File: config.mk
export PLATFORM = sky130hd
export DESIGN_NAME = next_fit_block_allocator
export DESIGN_NICKNAME = d
export VERILOG_FILES = /design/src/nfba_pkg.sv /design/src/nfba_store.sv /design/src/next_fit_block_allocator.sv
export VERILOG_INCLUDE_DIRS = /design/src /design/src/src
export SDC_FILE = /design/constraint.sdc
export NUM_CORES = 1
export LEC_CHECK = 0
export BUFFER_PORTS_ARGS = -buffer_cell sky130_fd_sc_hd__clkbuf_2
export CAP_MARGIN = 10
export CORE_MARGIN = 2
export CORE_UTILIZATION = 62
export DETAILED_ROUTE_END_ITERATION = 10
export PLACE_DENSITY_LB_ADDON = 0.08
export SYNTH_ARGS = -nofsm -noshare
export SYNTH_HDL_FRONTEND = slang
export SYNTH_SLANG_ARGS = --single-unit
File: constraint.sdc
create_clock -name clock -period 7.4 [get_ports clock]
set_clock_uncertainty 0.2 [all_clocks]
set_input_delay 1.48 -clock clock [delete_from_list [all_inputs] [get_ports clock]]
set_output_delay 1.48 -clock clock [all_outputs]
set_load 0.01 [all_outputs]
File: src/next_fit_block_allocator_macros.svh
// assertion macros shared by the allocator rtl
`ifndef NEXT_FIT_BLOCK_ALLOCATOR_MACROS_SVH
`define NEXT_FIT_BLOCK_ALLOCATOR_MACROS_SVH

`ifndef SYNTHESIS
`define NFBA_ASSERT_IMPLY(label, clk, rst, ante, cons) \
   label: assert property (@(posedge clk) disable iff (rst) (ante) |-> (cons)) \
      else $error("same-cycle implication failed");
`define NFBA_ASSERT_NEXT(label, clk, rst, ante, cons) \
   label: assert property (@(posedge clk) disable iff (rst) (ante) |=> (cons)) \
      else $error("next-cycle implication failed");
`else
`define NFBA_ASSERT_IMPLY(label, clk, rst, ante, cons)
`define NFBA_ASSERT_NEXT(label, clk, rst, ante, cons)
`endif

`endif

File: src/nfba_pkg.sv
// shared types, constants and helpers of the next-fit block allocator
package nfba_pkg;

   localparam int MAX_BLOCKS = 32;
   localparam int SIZE_BITS  = 16;
   localparam int IDX_W      = $clog2(MAX_BLOCKS);
   localparam int CNT_W      = $clog2(MAX_BLOCKS + 1);
   localparam int CSR_W      = 6;
   localparam int SPAN_RESET = 32;
   localparam int SLOT_W     = 5;
   localparam int FIELD_W    = 16;
   localparam int INT_W      = 32;
   localparam int EXT_W      = 21;
   localparam int EXT_MAX    = MAX_BLOCKS * ((2 ** SIZE_BITS) - 1);

   localparam logic CMD_LOAD  = 1'b0;
   localparam logic CMD_ALLOC = 1'b1;

   typedef enum logic [1:0] {
      ST_IDLE,
      ST_LOAD,
      ST_SCAN,
      ST_DONE
   } state_type;

   typedef struct packed {
      logic                 rd_en;
      logic [IDX_W-1:0]     rd_addr;
      logic                 wr_en;
      logic [IDX_W-1:0]     wr_addr;
      logic [SIZE_BITS-1:0] wr_data;
   } store_req_type;

   function automatic logic [IDX_W-1:0] next_idx(input logic [IDX_W-1:0] idx,
                                                 input logic [CNT_W-1:0] span);
      logic [CNT_W-1:0] inc;
      inc = CNT_W'(idx) + CNT_W'(1);
      return (inc == span) ? '0 : inc[IDX_W-1:0];
   endfunction

endpackage

File: src/nfba_store.sv
// free-size table: synchronous ram with per-entry valid bits cleared at reset
module nfba_store (
   input  logic                           clock,
   input  logic                           reset,
   input  nfba_pkg::store_req_type        store_req,
   output logic [nfba_pkg::SIZE_BITS-1:0] rd_data
);

   logic [nfba_pkg::SIZE_BITS-1:0]  mem [nfba_pkg::MAX_BLOCKS];
   logic [nfba_pkg::MAX_BLOCKS-1:0] valid_ff;
   logic [nfba_pkg::SIZE_BITS-1:0]  rd_data_ff;
   logic                            rd_vld_ff;

   always_ff @(posedge clock) begin
      if (store_req.wr_en) begin
         mem[store_req.wr_addr] <= store_req.wr_data;
      end
      if (store_req.rd_en) begin
         rd_data_ff <= mem[store_req.rd_addr];
      end
   end

   always_ff @(posedge clock) begin
      if (reset) begin
         valid_ff  <= '0;
         rd_vld_ff <= 1'b0;
      end else begin
         if (store_req.wr_en) begin
            valid_ff[store_req.wr_addr] <= 1'b1;
         end
         if (store_req.rd_en) begin
            rd_vld_ff <= valid_ff[store_req.rd_addr];
         end
      end
   end

   assign rd_data = rd_vld_ff ? rd_data_ff : '0;

endmodule

File: src/next_fit_block_allocator.sv
// Next-fit block allocator. A load item writes one entry of the free-size table, clears the
// scan pointer and the internal-fragmentation total. An allocate item scans circularly from
// the pointer, reading one table entry per cycle through the single read port of the table
// ram; it examines at most the clamped span set by the csr, so at most 32 entries. One item
// is in work at a time; a finished result sits in the output register, so the next item may
// be taken while it waits. The table reads as zero after reset with no clearing pass.
`include "next_fit_block_allocator_macros.svh"

module next_fit_block_allocator (
   input  logic                           clock,
   input  logic                           reset,
   input  logic                           csr_wr_en,
   input  logic [nfba_pkg::CSR_W-1:0]     csr_wr_data,
   input  logic                           req_valid,
   output logic                           req_stall,
   input  logic                           req_command,
   input  logic [nfba_pkg::SLOT_W-1:0]    req_block_slot,
   input  logic [nfba_pkg::FIELD_W-1:0]   req_block_size,
   input  logic [nfba_pkg::FIELD_W-1:0]   req_request_size,
   output logic                           rsp_valid,
   input  logic                           rsp_stall,
   output logic                           rsp_granted,
   output logic [nfba_pkg::SLOT_W-1:0]    rsp_chosen_block,
   output logic [nfba_pkg::FIELD_W-1:0]   rsp_size_before,
   output logic [nfba_pkg::FIELD_W-1:0]   rsp_leftover,
   output logic [nfba_pkg::INT_W-1:0]     rsp_internal_total,
   output logic [nfba_pkg::EXT_W-1:0]     rsp_external_total
);

   nfba_pkg::state_type state_ff, state_in;

   logic [nfba_pkg::CSR_W-1:0]     bus_ff;
   logic [nfba_pkg::IDX_W-1:0]     ptr_ff, ptr_in;
   logic [nfba_pkg::INT_W-1:0]     int_sum_ff, int_sum_in;
   logic [nfba_pkg::EXT_W-1:0]     free_sum_ff, free_sum_in;
   logic                           rsp_valid_ff, rsp_valid_in;

   logic                           cmd_ff, cmd_in;
   logic [nfba_pkg::SLOT_W-1:0]    slot_ff, slot_in;
   logic [nfba_pkg::SIZE_BITS-1:0] size_ff, size_in;
   logic [nfba_pkg::SIZE_BITS-1:0] reqsz_ff, reqsz_in;
   logic [nfba_pkg::IDX_W-1:0]     start_ff, start_in;
   logic [nfba_pkg::IDX_W-1:0]     iss_ptr_ff, iss_ptr_in;
   logic [nfba_pkg::IDX_W-1:0]     chk_ptr_ff, chk_ptr_in;
   logic [nfba_pkg::CNT_W-1:0]     chk_cnt_ff, chk_cnt_in;
   logic [nfba_pkg::CNT_W-1:0]     span_ff, span_in;
   logic                           hit_ff, hit_in;
   logic [nfba_pkg::SIZE_BITS-1:0] before_ff, before_in;

   logic                           rsp_granted_ff, rsp_granted_in;
   logic [nfba_pkg::SLOT_W-1:0]    rsp_block_ff, rsp_block_in;
   logic [nfba_pkg::FIELD_W-1:0]   rsp_before_ff, rsp_before_in;
   logic [nfba_pkg::FIELD_W-1:0]   rsp_left_ff, rsp_left_in;
   logic [nfba_pkg::INT_W-1:0]     rsp_int_ff, rsp_int_in;
   logic [nfba_pkg::EXT_W-1:0]     rsp_ext_ff, rsp_ext_in;

   nfba_pkg::store_req_type        store_req;
   logic [nfba_pkg::SIZE_BITS-1:0] rd_data;

   logic [nfba_pkg::CNT_W-1:0]     span_now;
   logic [nfba_pkg::IDX_W-1:0]     start_now;
   logic                           slot_ok;
   logic [nfba_pkg::SIZE_BITS-1:0] after;
   logic [nfba_pkg::INT_W:0]       int_wide;

   nfba_store u_store (
      .clock     (clock),
      .reset     (reset),
      .store_req (store_req),
      .rd_data   (rd_data)
   );

   // clamp of the scan span to 1..MAX_BLOCKS
   always_comb begin
      if (bus_ff == '0) begin
         span_now = nfba_pkg::CNT_W'(1);
      end else if (32'(bus_ff) > 32'(nfba_pkg::MAX_BLOCKS)) begin
         span_now = nfba_pkg::CNT_W'(nfba_pkg::MAX_BLOCKS);
      end else begin
         span_now = nfba_pkg::CNT_W'(bus_ff);
      end
      start_now = (nfba_pkg::CNT_W'(ptr_ff) >= span_now) ? '0 : ptr_ff;
   end

   assign slot_ok  = 32'(slot_ff) < 32'(nfba_pkg::MAX_BLOCKS);
   assign after    = before_ff - reqsz_ff;
   assign int_wide = {1'b0, int_sum_ff} + (nfba_pkg::INT_W + 1)'(after);

   always_comb begin
      state_in       = state_ff;
      ptr_in         = ptr_ff;
      int_sum_in     = int_sum_ff;
      free_sum_in    = free_sum_ff;
      rsp_valid_in   = rsp_valid_ff && rsp_stall;
      cmd_in         = cmd_ff;
      slot_in        = slot_ff;
      size_in        = size_ff;
      reqsz_in       = reqsz_ff;
      start_in       = start_ff;
      iss_ptr_in     = iss_ptr_ff;
      chk_ptr_in     = chk_ptr_ff;
      chk_cnt_in     = chk_cnt_ff;
      span_in        = span_ff;
      hit_in         = hit_ff;
      before_in      = before_ff;
      rsp_granted_in = rsp_granted_ff;
      rsp_block_in   = rsp_block_ff;
      rsp_before_in  = rsp_before_ff;
      rsp_left_in    = rsp_left_ff;
      rsp_int_in     = rsp_int_ff;
      rsp_ext_in     = rsp_ext_ff;
      store_req      = '0;
      req_stall      = 1'b1;

      unique case (state_ff)
         nfba_pkg::ST_IDLE: begin
            req_stall = 1'b0;
            if (req_valid) begin
               cmd_in   = req_command;
               slot_in  = req_block_slot;
               size_in  = nfba_pkg::SIZE_BITS'(req_block_size);
               reqsz_in = nfba_pkg::SIZE_BITS'(req_request_size);
               store_req.rd_en = 1'b1;
               if (req_command == nfba_pkg::CMD_LOAD) begin
                  store_req.rd_addr = nfba_pkg::IDX_W'(req_block_slot);
                  state_in          = nfba_pkg::ST_LOAD;
               end else begin
                  store_req.rd_addr = start_now;
                  start_in          = start_now;
                  chk_ptr_in        = start_now;
                  iss_ptr_in        = nfba_pkg::next_idx(start_now, span_now);
                  chk_cnt_in        = '0;
                  span_in           = span_now;
                  state_in          = nfba_pkg::ST_SCAN;
               end
            end
         end
         nfba_pkg::ST_LOAD: begin
            before_in = slot_ok ? rd_data : '0;
            hit_in    = 1'b0;
            state_in  = nfba_pkg::ST_DONE;
         end
         nfba_pkg::ST_SCAN: begin
            if (rd_data >= reqsz_ff) begin
               hit_in    = 1'b1;
               before_in = rd_data;
               state_in  = nfba_pkg::ST_DONE;
            end else if (chk_cnt_ff + nfba_pkg::CNT_W'(1) == span_ff) begin
               hit_in   = 1'b0;
               state_in = nfba_pkg::ST_DONE;
            end else begin
               store_req.rd_en   = 1'b1;
               store_req.rd_addr = iss_ptr_ff;
               chk_ptr_in        = iss_ptr_ff;
               iss_ptr_in        = nfba_pkg::next_idx(iss_ptr_ff, span_ff);
               chk_cnt_in        = chk_cnt_ff + nfba_pkg::CNT_W'(1);
            end
         end
         nfba_pkg::ST_DONE: begin
            if (!(rsp_valid_ff && rsp_stall)) begin
               rsp_valid_in = 1'b1;
               state_in     = nfba_pkg::ST_IDLE;
               if (cmd_ff == nfba_pkg::CMD_LOAD) begin
                  if (slot_ok) begin
                     store_req.wr_en   = 1'b1;
                     store_req.wr_addr = nfba_pkg::IDX_W'(slot_ff);
                     store_req.wr_data = size_ff;
                     free_sum_in = free_sum_ff - nfba_pkg::EXT_W'(before_ff)
                                   + nfba_pkg::EXT_W'(size_ff);
                  end
                  ptr_in         = '0;
                  int_sum_in     = '0;
                  rsp_granted_in = 1'b0;
                  rsp_block_in   = slot_ff;
                  rsp_before_in  = nfba_pkg::FIELD_W'(before_ff);
                  rsp_left_in    = slot_ok ? nfba_pkg::FIELD_W'(size_ff) : '0;
                  rsp_int_in     = '0;
                  rsp_ext_in     = free_sum_in;
               end else if (hit_ff) begin
                  store_req.wr_en   = 1'b1;
                  store_req.wr_addr = chk_ptr_ff;
                  store_req.wr_data = after;
                  free_sum_in    = free_sum_ff - nfba_pkg::EXT_W'(reqsz_ff);
                  ptr_in         = chk_ptr_ff;
                  int_sum_in     = int_wide[nfba_pkg::INT_W] ? '1
                                   : int_wide[nfba_pkg::INT_W-1:0];
                  rsp_granted_in = 1'b1;
                  rsp_block_in   = nfba_pkg::SLOT_W'(chk_ptr_ff);
                  rsp_before_in  = nfba_pkg::FIELD_W'(before_ff);
                  rsp_left_in    = nfba_pkg::FIELD_W'(after);
                  rsp_int_in     = int_sum_in;
                  rsp_ext_in     = free_sum_in;
               end else begin
                  ptr_in         = start_ff;
                  rsp_granted_in = 1'b0;
                  rsp_block_in   = '0;
                  rsp_before_in  = '0;
                  rsp_left_in    = '0;
                  rsp_int_in     = int_sum_ff;
                  rsp_ext_in     = free_sum_ff;
               end
            end
         end
         default: begin
            state_in = nfba_pkg::ST_IDLE;
         end
      endcase
   end

   always_ff @(posedge clock) begin
      if (reset) begin
         state_ff     <= nfba_pkg::ST_IDLE;
         bus_ff       <= nfba_pkg::CSR_W'(nfba_pkg::SPAN_RESET);
         ptr_ff       <= '0;
         int_sum_ff   <= '0;
         free_sum_ff  <= '0;
         rsp_valid_ff <= 1'b0;
      end else begin
         state_ff     <= state_in;
         ptr_ff       <= ptr_in;
         int_sum_ff   <= int_sum_in;
         free_sum_ff  <= free_sum_in;
         rsp_valid_ff <= rsp_valid_in;
         if (csr_wr_en) begin
            bus_ff <= csr_wr_data;
         end
      end
   end

   always_ff @(posedge clock) begin
      cmd_ff         <= cmd_in;
      slot_ff        <= slot_in;
      size_ff        <= size_in;
      reqsz_ff       <= reqsz_in;
      start_ff       <= start_in;
      iss_ptr_ff     <= iss_ptr_in;
      chk_ptr_ff     <= chk_ptr_in;
      chk_cnt_ff     <= chk_cnt_in;
      span_ff        <= span_in;
      hit_ff         <= hit_in;
      before_ff      <= before_in;
      rsp_granted_ff <= rsp_granted_in;
      rsp_block_ff   <= rsp_block_in;
      rsp_before_ff  <= rsp_before_in;
      rsp_left_ff    <= rsp_left_in;
      rsp_int_ff     <= rsp_int_in;
      rsp_ext_ff     <= rsp_ext_in;
   end

   assign rsp_valid          = rsp_valid_ff;
   assign rsp_granted        = rsp_granted_ff;
   assign rsp_chosen_block   = rsp_block_ff;
   assign rsp_size_before    = rsp_before_ff;
   assign rsp_leftover       = rsp_left_ff;
   assign rsp_internal_total = rsp_int_ff;
   assign rsp_external_total = rsp_ext_ff;

   `NFBA_ASSERT_NEXT(a_accept_leaves_idle, clock, reset, req_valid && !req_stall, state_ff != nfba_pkg::ST_IDLE)
   `NFBA_ASSERT_IMPLY(a_scan_count_in_span, clock, reset, state_ff == nfba_pkg::ST_SCAN, chk_cnt_ff < span_ff)
   `NFBA_ASSERT_IMPLY(a_grant_shrinks, clock, reset, rsp_valid_ff && rsp_granted_ff, rsp_left_ff <= rsp_before_ff)
   `NFBA_ASSERT_IMPLY(a_free_sum_bound, clock, reset, 1'b1, free_sum_ff <= nfba_pkg::EXT_W'(nfba_pkg::EXT_MAX))

endmodule

Yosys cells after proc, flatten, opt, wreduce, memory -nomap -nowiden:

Memory sizes are Yosys's and may differ from the RTL's. A register that Yosys moved wholly into a read port is not among the register bits.
Cells that the tools add are included.

* register bits: 273
* memory bits (writable): 512
* output and inout port bits: 93
* memories: 1

* add/subtract/negate cells: 8
* $lt $le $gt $ge: 6
* equality and inequality tests: 13
* multiplexer cells: 63
* bitwise operators: 2
* reductions and logical operators: 13

Memory list
* u_store.mem: depth 32, width 16, read ports 1, clocked after memory_dff 1, write ports 1, line nfba_store.sv:9 `logic [nfba_pkg::SIZE_BITS-1:0] mem [nfba_pkg::MAX_BLOCKS];`

Operators by type and width (count)
* two-way mux 16 bit: 6
* two-way mux 32 bit: 3
* two-way mux 22 bit: 4
* two-way mux 5 bit: 16
* two-way mux 6 bit: 9
* two-way mux 21 bit: 2
* subtractor 21 x 16 -> 21 bit: 2
* adder 32 x 16 -> 33 bit: 1
* bitwise OR 32 bit: 1
* one-hot mux 16 bit (2 select lines): 1
* one-hot mux 6 bit (2 select lines): 2
* adder 21 x 16 -> 21 bit: 1
* one-hot mux 5 bit (2 select lines): 2
* equality test 6 bit: 3
* greater-or-equal comparator 16 bit: 1
* subtractor 16 bit: 1
* adder 5 x 1 -> 6 bit (second input constant): 2
* less-than comparator 5 x 6 -> 1 bit (second input constant): 2
* inequality test 2 bit (second input constant): 6
* two-way mux 2 bit: 5
* two-way mux 1 bit: 9
* one-hot mux 2 bit (4 select lines): 1
* AND reduction 2 bit: 4
* adder 6 x 1 -> 6 bit (second input constant): 1
* 16 further kinds: 20

Logic depth before layout (Yosys ltp):

* depth after elaboration: 11
* depth in mapped cells: 23

Hierarchy:

Synthesis repeated with hierarchy kept, for this count alone.

* cells, all modules: 2435
* area total of the unflattened synthesis: 35940.7 µm²

By module, submodules not included
* nfba_store: times used 1, cells each 951, area an instance 21388.0 µm², seq. area each 16515.8 µm²
* next_fit_block_allocator: times used 1, cells each 1484, area an instance 14552.7 µm², seq. area each 6536.3 µm²

Worst setup path before layout:

OpenSTA, ideal clock, no wires.

* path kind: in2reg
* start point: in rsp_stall
* end point: mem u_store.mem[0][11] in the netlist's numbering (data pin)
* library setup time: 0.285 ns
* data arrival time: 5.496 ns
* setup slack: 1.419 ns
* cell stages on the path: 6
* path buffers: 2
* cells stage by stage: nand2_1 -> nand2_1 -> inv_1 -> clkbuf_1 -> clkbuf_1 -> and2_1

RTL lines
* start: declaration: line next_fit_block_allocator.sv:21 `input logic rsp_stall,`
* end: declaration: line nfba_store.sv:9

Worst setup path in the final report:

* start point: reg before_ff[0] in the netlist's numbering
* end point: reg rsp_int_ff, in the netlist rsp_internal_total[5] (data pin)

* cells in the longest elaborated chain, start to end: 5

Ends and longest elaborated chain
* start: declaration: line next_fit_block_allocator.sv:48 `logic [nfba_pkg::SIZE_BITS-1:0] before_ff, before_in;`
* start signal: assignment: line next_fit_block_allocator.sv:241 `before_ff <= before_in;`
* subtractor 16 bit: line next_fit_block_allocator.sv:86 `assign after = before_ff - reqsz_ff;`
* adder 32 x 16 -> 33 bit: line next_fit_block_allocator.sv:87 `assign int_wide = {1'b0, int_sum_ff} + (nfba_pkg::INT_W + 1)'(after);`
* two-way mux 32 bit: line next_fit_block_allocator.sv:185 `int_sum_in = int_wide[nfba_pkg::INT_W] ? '1`
* two-way mux 32 bit (2 in a row)
* end signal: assignment: line next_fit_block_allocator.sv:246 `rsp_int_ff <= rsp_int_in;`
* end: declaration: line next_fit_block_allocator.sv:54 `logic [nfba_pkg::INT_W-1:0] rsp_int_ff, rsp_int_in;`

No other way between the ends.
A chain may end at the register's enable or synchronous reset.

==> out/qor.yml <==
run_status:
  status: "finished clean"
floorplanning:
  initial_core_util_pct: 62.41
  die_h_um: 247.1
  io_pins: 142
  chipWidth_um: 247.1
  row_count: 89
  core_region_area_sq_mm: 0.05869
  design.die.area_sq_mm: 0.06103
critical_path:
  r2r_cells: 20
  critPathLaunch: "before_ff[0]$_DFFE_PP_"
  crit_buf_inv: 2
  critPathKind: "flip-flop to flip-flop"
  crit_path_max_fanout: 12
  r2r-start: "before_ff[0]$_DFFE_PP_"
  cp-endpoint: "rsp_internal_total[5]$_DFFE_PP_"
  cp_slowest_cell: "o21ai_0"
  cp.required_ns: 7.56
  arrival_ns: 6.07
  critical-path-top-delay-family: "compound AO/OA/AOI/OAI gates"
  critical_path.cell_chain: "inv_1 -> ha_1 -> inv_1 -> fa_1 -> a21o_1 -> a21oi_1 -> o21bai_1 -> a21oi_1 -> o21bai_1 -> a41o_1 -> o41ai_1 -> o21ba_2 -> o21a_1 -> xnor2_1 -> ha_1 -> and2_1 -> o21ai_0 -> nand2_1 -> nor2_1 -> a211oi_1"
  reg2reg_to: "rsp_internal_total[5]$_DFFE_PP_"
  r2r_slack_ns: 1.49
  cpPeakStageDelay_ns: 0.76
  path_depth: 20
  end_kind: "flip-flop"
  start_kind: "flip-flop"
timing:
  slew_headroom_pct: 14.99
  finalSetupTns_ns: 0
  tightest_slew_ns: 1.275
  period_needed_ns: 5.905
  rsz0062_at_grt: "no"
  final-setup-viol-count: 0
  drv_slew: 0
  finalHoldViolCount: 0
  fmax_mhz: 169.3
  post-route-period-util_pct: 79.80
final_layout:
  layout.nets: 3362
  syn_to_final_growth_pct: 12.22
  fillers: 4089
  final_cells: 4034
  fin_util_pct: 70.04
  layout-drive-gt1-share_pct: 11.72
global_routing:
  antenna_found_initial: 1
  grt_pass1_vias: 24200
  grt_max_degree: 156
  grt.overflow.total: 0
  grt.total_usage_pct: 31.13
  grt_pass1_wl_um: 142800
clock_tree:
  post_cts_buffers: 0
  clk_pin_slew_worst_paths_ns: 0.06
  cts_made_buffers: 83
  cts.sinks: 801
  clockBufferDepth: 3
  clock_tree.root_cell: "clkbuf_16"
  cts_resized: 0
  cts_tree: "yes"
  h-tree-depth: 3
  clk_latency_ns: 0.65
  postCtsHoldBufs: 0
synthesis:
  synth_fa_ha_area_share_pct: 4.421
  synth_top_family_by_area: "compound AO/OA/AOI/OAI gates"
  synth_top_cell_area_share_pct: 57.47
  synth-compound-area-share_pct: 13.16
  synthArstFlopShare_pct: 0
  netlist-cell-type-count: 77
  ys_top_cells_by_area: "edfxtp_1, dfxtp_1, nand2_1"
  syn_inst: 3056
  synthMuxAreaShare_pct: 1.066
  synthSimpleGateAreaFrac_pct: 12.68
  synth_largest_area_cell: "edfxtp_1"
  ys_ff_latch: 801
  synth_edf_count: 701
  ys.flop_type: "edfxtp_1"
  synth_nets: 3223
  avgSynthCellArea_sq_um: 11.98
  synth-seq-area-share_pct: 62.94
  netlist_area_sq_mm: 0.03663
  synth-xor-area-share_pct: 2.166
  yosys_warnings: 0
detailed_routing:
  drtAntennaViolNets: 0
  wl_um: 95080
  drt_pass1_iterations: 6
  drtIter0Drc: 2567
  vias: 25330
  via_per_inst: 6.278
  drc: 0
  post_drt_wl_per_cell_um: 23.57
power_and_ir_drop:
  powerDensity_mw_per_mm2: 373.7
  seqPwrFrac_pct: 37.0
  swShare_pct: 36.41
  p_int_mw: 9.766
  p_leak_nw: 15.20
  clockPowerShare_pct: 27.4
  vdd_drop_max_v: 0.0003080
  p_comb_share_pct: 35.6
  power_switching_mw: 5.593
place:
  port_buffers: 141
  routabilityCongestion: 0.9787
  dp_cells: 3882
  dpl.hpwl_um: 61390
flow_run:
  drv_cap: 0
min_path:
  hold_path.class: "flip-flop to flip-flop"
-- kinds of logic after synthesis --
group	count (synthesis)
compound gates	679
flops	801
xor+xnor	89
simple gates	1011
mux	38
buf+inv	320
fa+ha+maj	118
-- state kept, by name, summed over array words and instances (netlist names), 21 cells and up --
name	flops
u_store.mem	512
int_sum_ff	32
rsp_internal_total	32
u_store.valid_ff	32
free_sum_ff	21
rsp_external_total	21
-- worst reg2reg max path: stages (launching register included) --
cell and delay [ns]:
edfxtp_1 0.45, inv_1 0.12, ha_1 0.18, inv_1 0.06
fa_1 0.40, a21o_1 0.17, a21oi_1 0.24, o21bai_1 0.11
a21oi_1 0.26, o21bai_1 0.13, a41o_1 0.28, o41ai_1 0.50
o21ba_2 0.24, o21a_1 0.13, xnor2_1 0.07, ha_1 0.23
and2_1 0.19, o21ai_0 0.76, nand2_1 0.53, nor2_1 0.27
a211oi_1 0.10
-- power by group through the flow --
stage	Sequential (mW)	Combinational, mW	Clock (mW)
floorplan	5.69	3.90	0
global placement	5.77	5.25	0
detailed placement	5.77	5.38	0
CTS	5.68	5.42	4.25
global route	5.71	5.99	4.43
finish	5.69	5.47	4.21
-- cells in the mapped netlist, types with 39 or more instances --
master	number
a211oi_1	192
a21oi_1	108
a311oi_1	88
a31oi_1	67
and2_1	157
buf_2	39
clkbuf_1	112
dfxtp_1	100
edfxtp_1	701
ha_1	99
inv_1	150
nand2_1	411
nand3_1	77
nor2_1	219
o21ai_0	78
xnor2_1	64
-- placed cells by master, fill, tap and decap left out, types with 7 or more instances in the layout --
cell type,netlist,layout
nand3_1,77,77
clkbuf_1,112,16
fa_1,19,19
inv_1,150,148
bufinv_16,0,8
nand2b_1,13,13
edfxtp_1,701,701
a311oi_1,88,88
ha_1,99,99
or3_1,13,13
a31oi_1,67,66
clkbuf_16,0,84
clkinv_1,2,14
o21a_1,21,21
nor2_1,219,219
buf_4,9,77
nand4_1,9,9
a21oi_1,108,105
xor2_1,24,24
mux2i_1,30,30
xnor2_1,64,64
clkbuf_2,0,140
and3_1,19,19
a211oi_1,192,192
a21o_1,17,17
mux2_2,8,8
o21bai_1,9,9
o41ai_1,7,7
nand2_1,411,410
and2_1,157,157
nor4_1,21,21
nor2b_1,16,16
clkinv_2,0,14
dfxtp_1,100,100
o21ai_0,78,78
nor3_1,33,33
-- cell type report --
| type | instances | area [sq um] | area share, % |
|---|---|---|---|
| sequential | 801 | 23050 | 56.09 |
| multi-input combinational | 1935 | 12330 | 29.99 |
| clock buffer | 106 | 2245 | 5.461 |
| timing repair buffer | 222 | 1386 | 3.373 |
| tap | 773 | 967.2 | 2.353 |
| inverter | 152 | 575.6 | 1.400 |
| clock inverter | 44 | 546.8 | 1.330 |
| antenna | 1 | 2.502 | 0.006088 |
-- worst min path at each step --
stage                                            from                                 to  slack, ns  cells past startpoint
floorplan           u_store.valid_ff[12]$_SDFFE_PP0P_  u_store.valid_ff[12]$_SDFFE_PP0P_       0.23                      2
global placement    u_store.valid_ff[23]$_SDFFE_PP0P_  u_store.valid_ff[23]$_SDFFE_PP0P_       0.24                      2
detailed placement   u_store.valid_ff[7]$_SDFFE_PP0P_   u_store.valid_ff[7]$_SDFFE_PP0P_       0.25                      2
CTS                  u_store.valid_ff[7]$_SDFFE_PP0P_   u_store.valid_ff[7]$_SDFFE_PP0P_       0.26                      2
global route         u_store.valid_ff[7]$_SDFFE_PP0P_   u_store.valid_ff[7]$_SDFFE_PP0P_       0.28                      2
finish               u_store.valid_ff[7]$_SDFFE_PP0P_   u_store.valid_ff[7]$_SDFFE_PP0P_       0.26                      2
-- metrics by stage --
step / worst slack [ns] / area, sq um / hold slack (ns) / power, mW
2_1_floorplan: 1.419 / 36630 / 0.2323 / 9.581
3_3_place_gp: 1.756 / 38280 / 0.2423 / 11.01
3_5_place_dp: 1.642 / 38280 / 0.2502 / 11.16
4_1_cts: 1.599 / 41070 / 0.2640 / 15.34
5_1_grt: 1.182 / 41100 / 0.2817 / 16.13
6_report: 1.495 / 41100 / 0.2616 / 15.36
-- metal layers --
metal / wire, um / share of wire, % / global-route usage (%)
met5: 13 / 0.014 / 0
met2: 46720 / 49 / 52.13
met1: 37620 / 40 / 41.24
met4: 3803 / 4.0 / 12.37
met3: 6927 / 7.3 / 4.417
No activity file was read; power rests on OpenSTA's default activity.
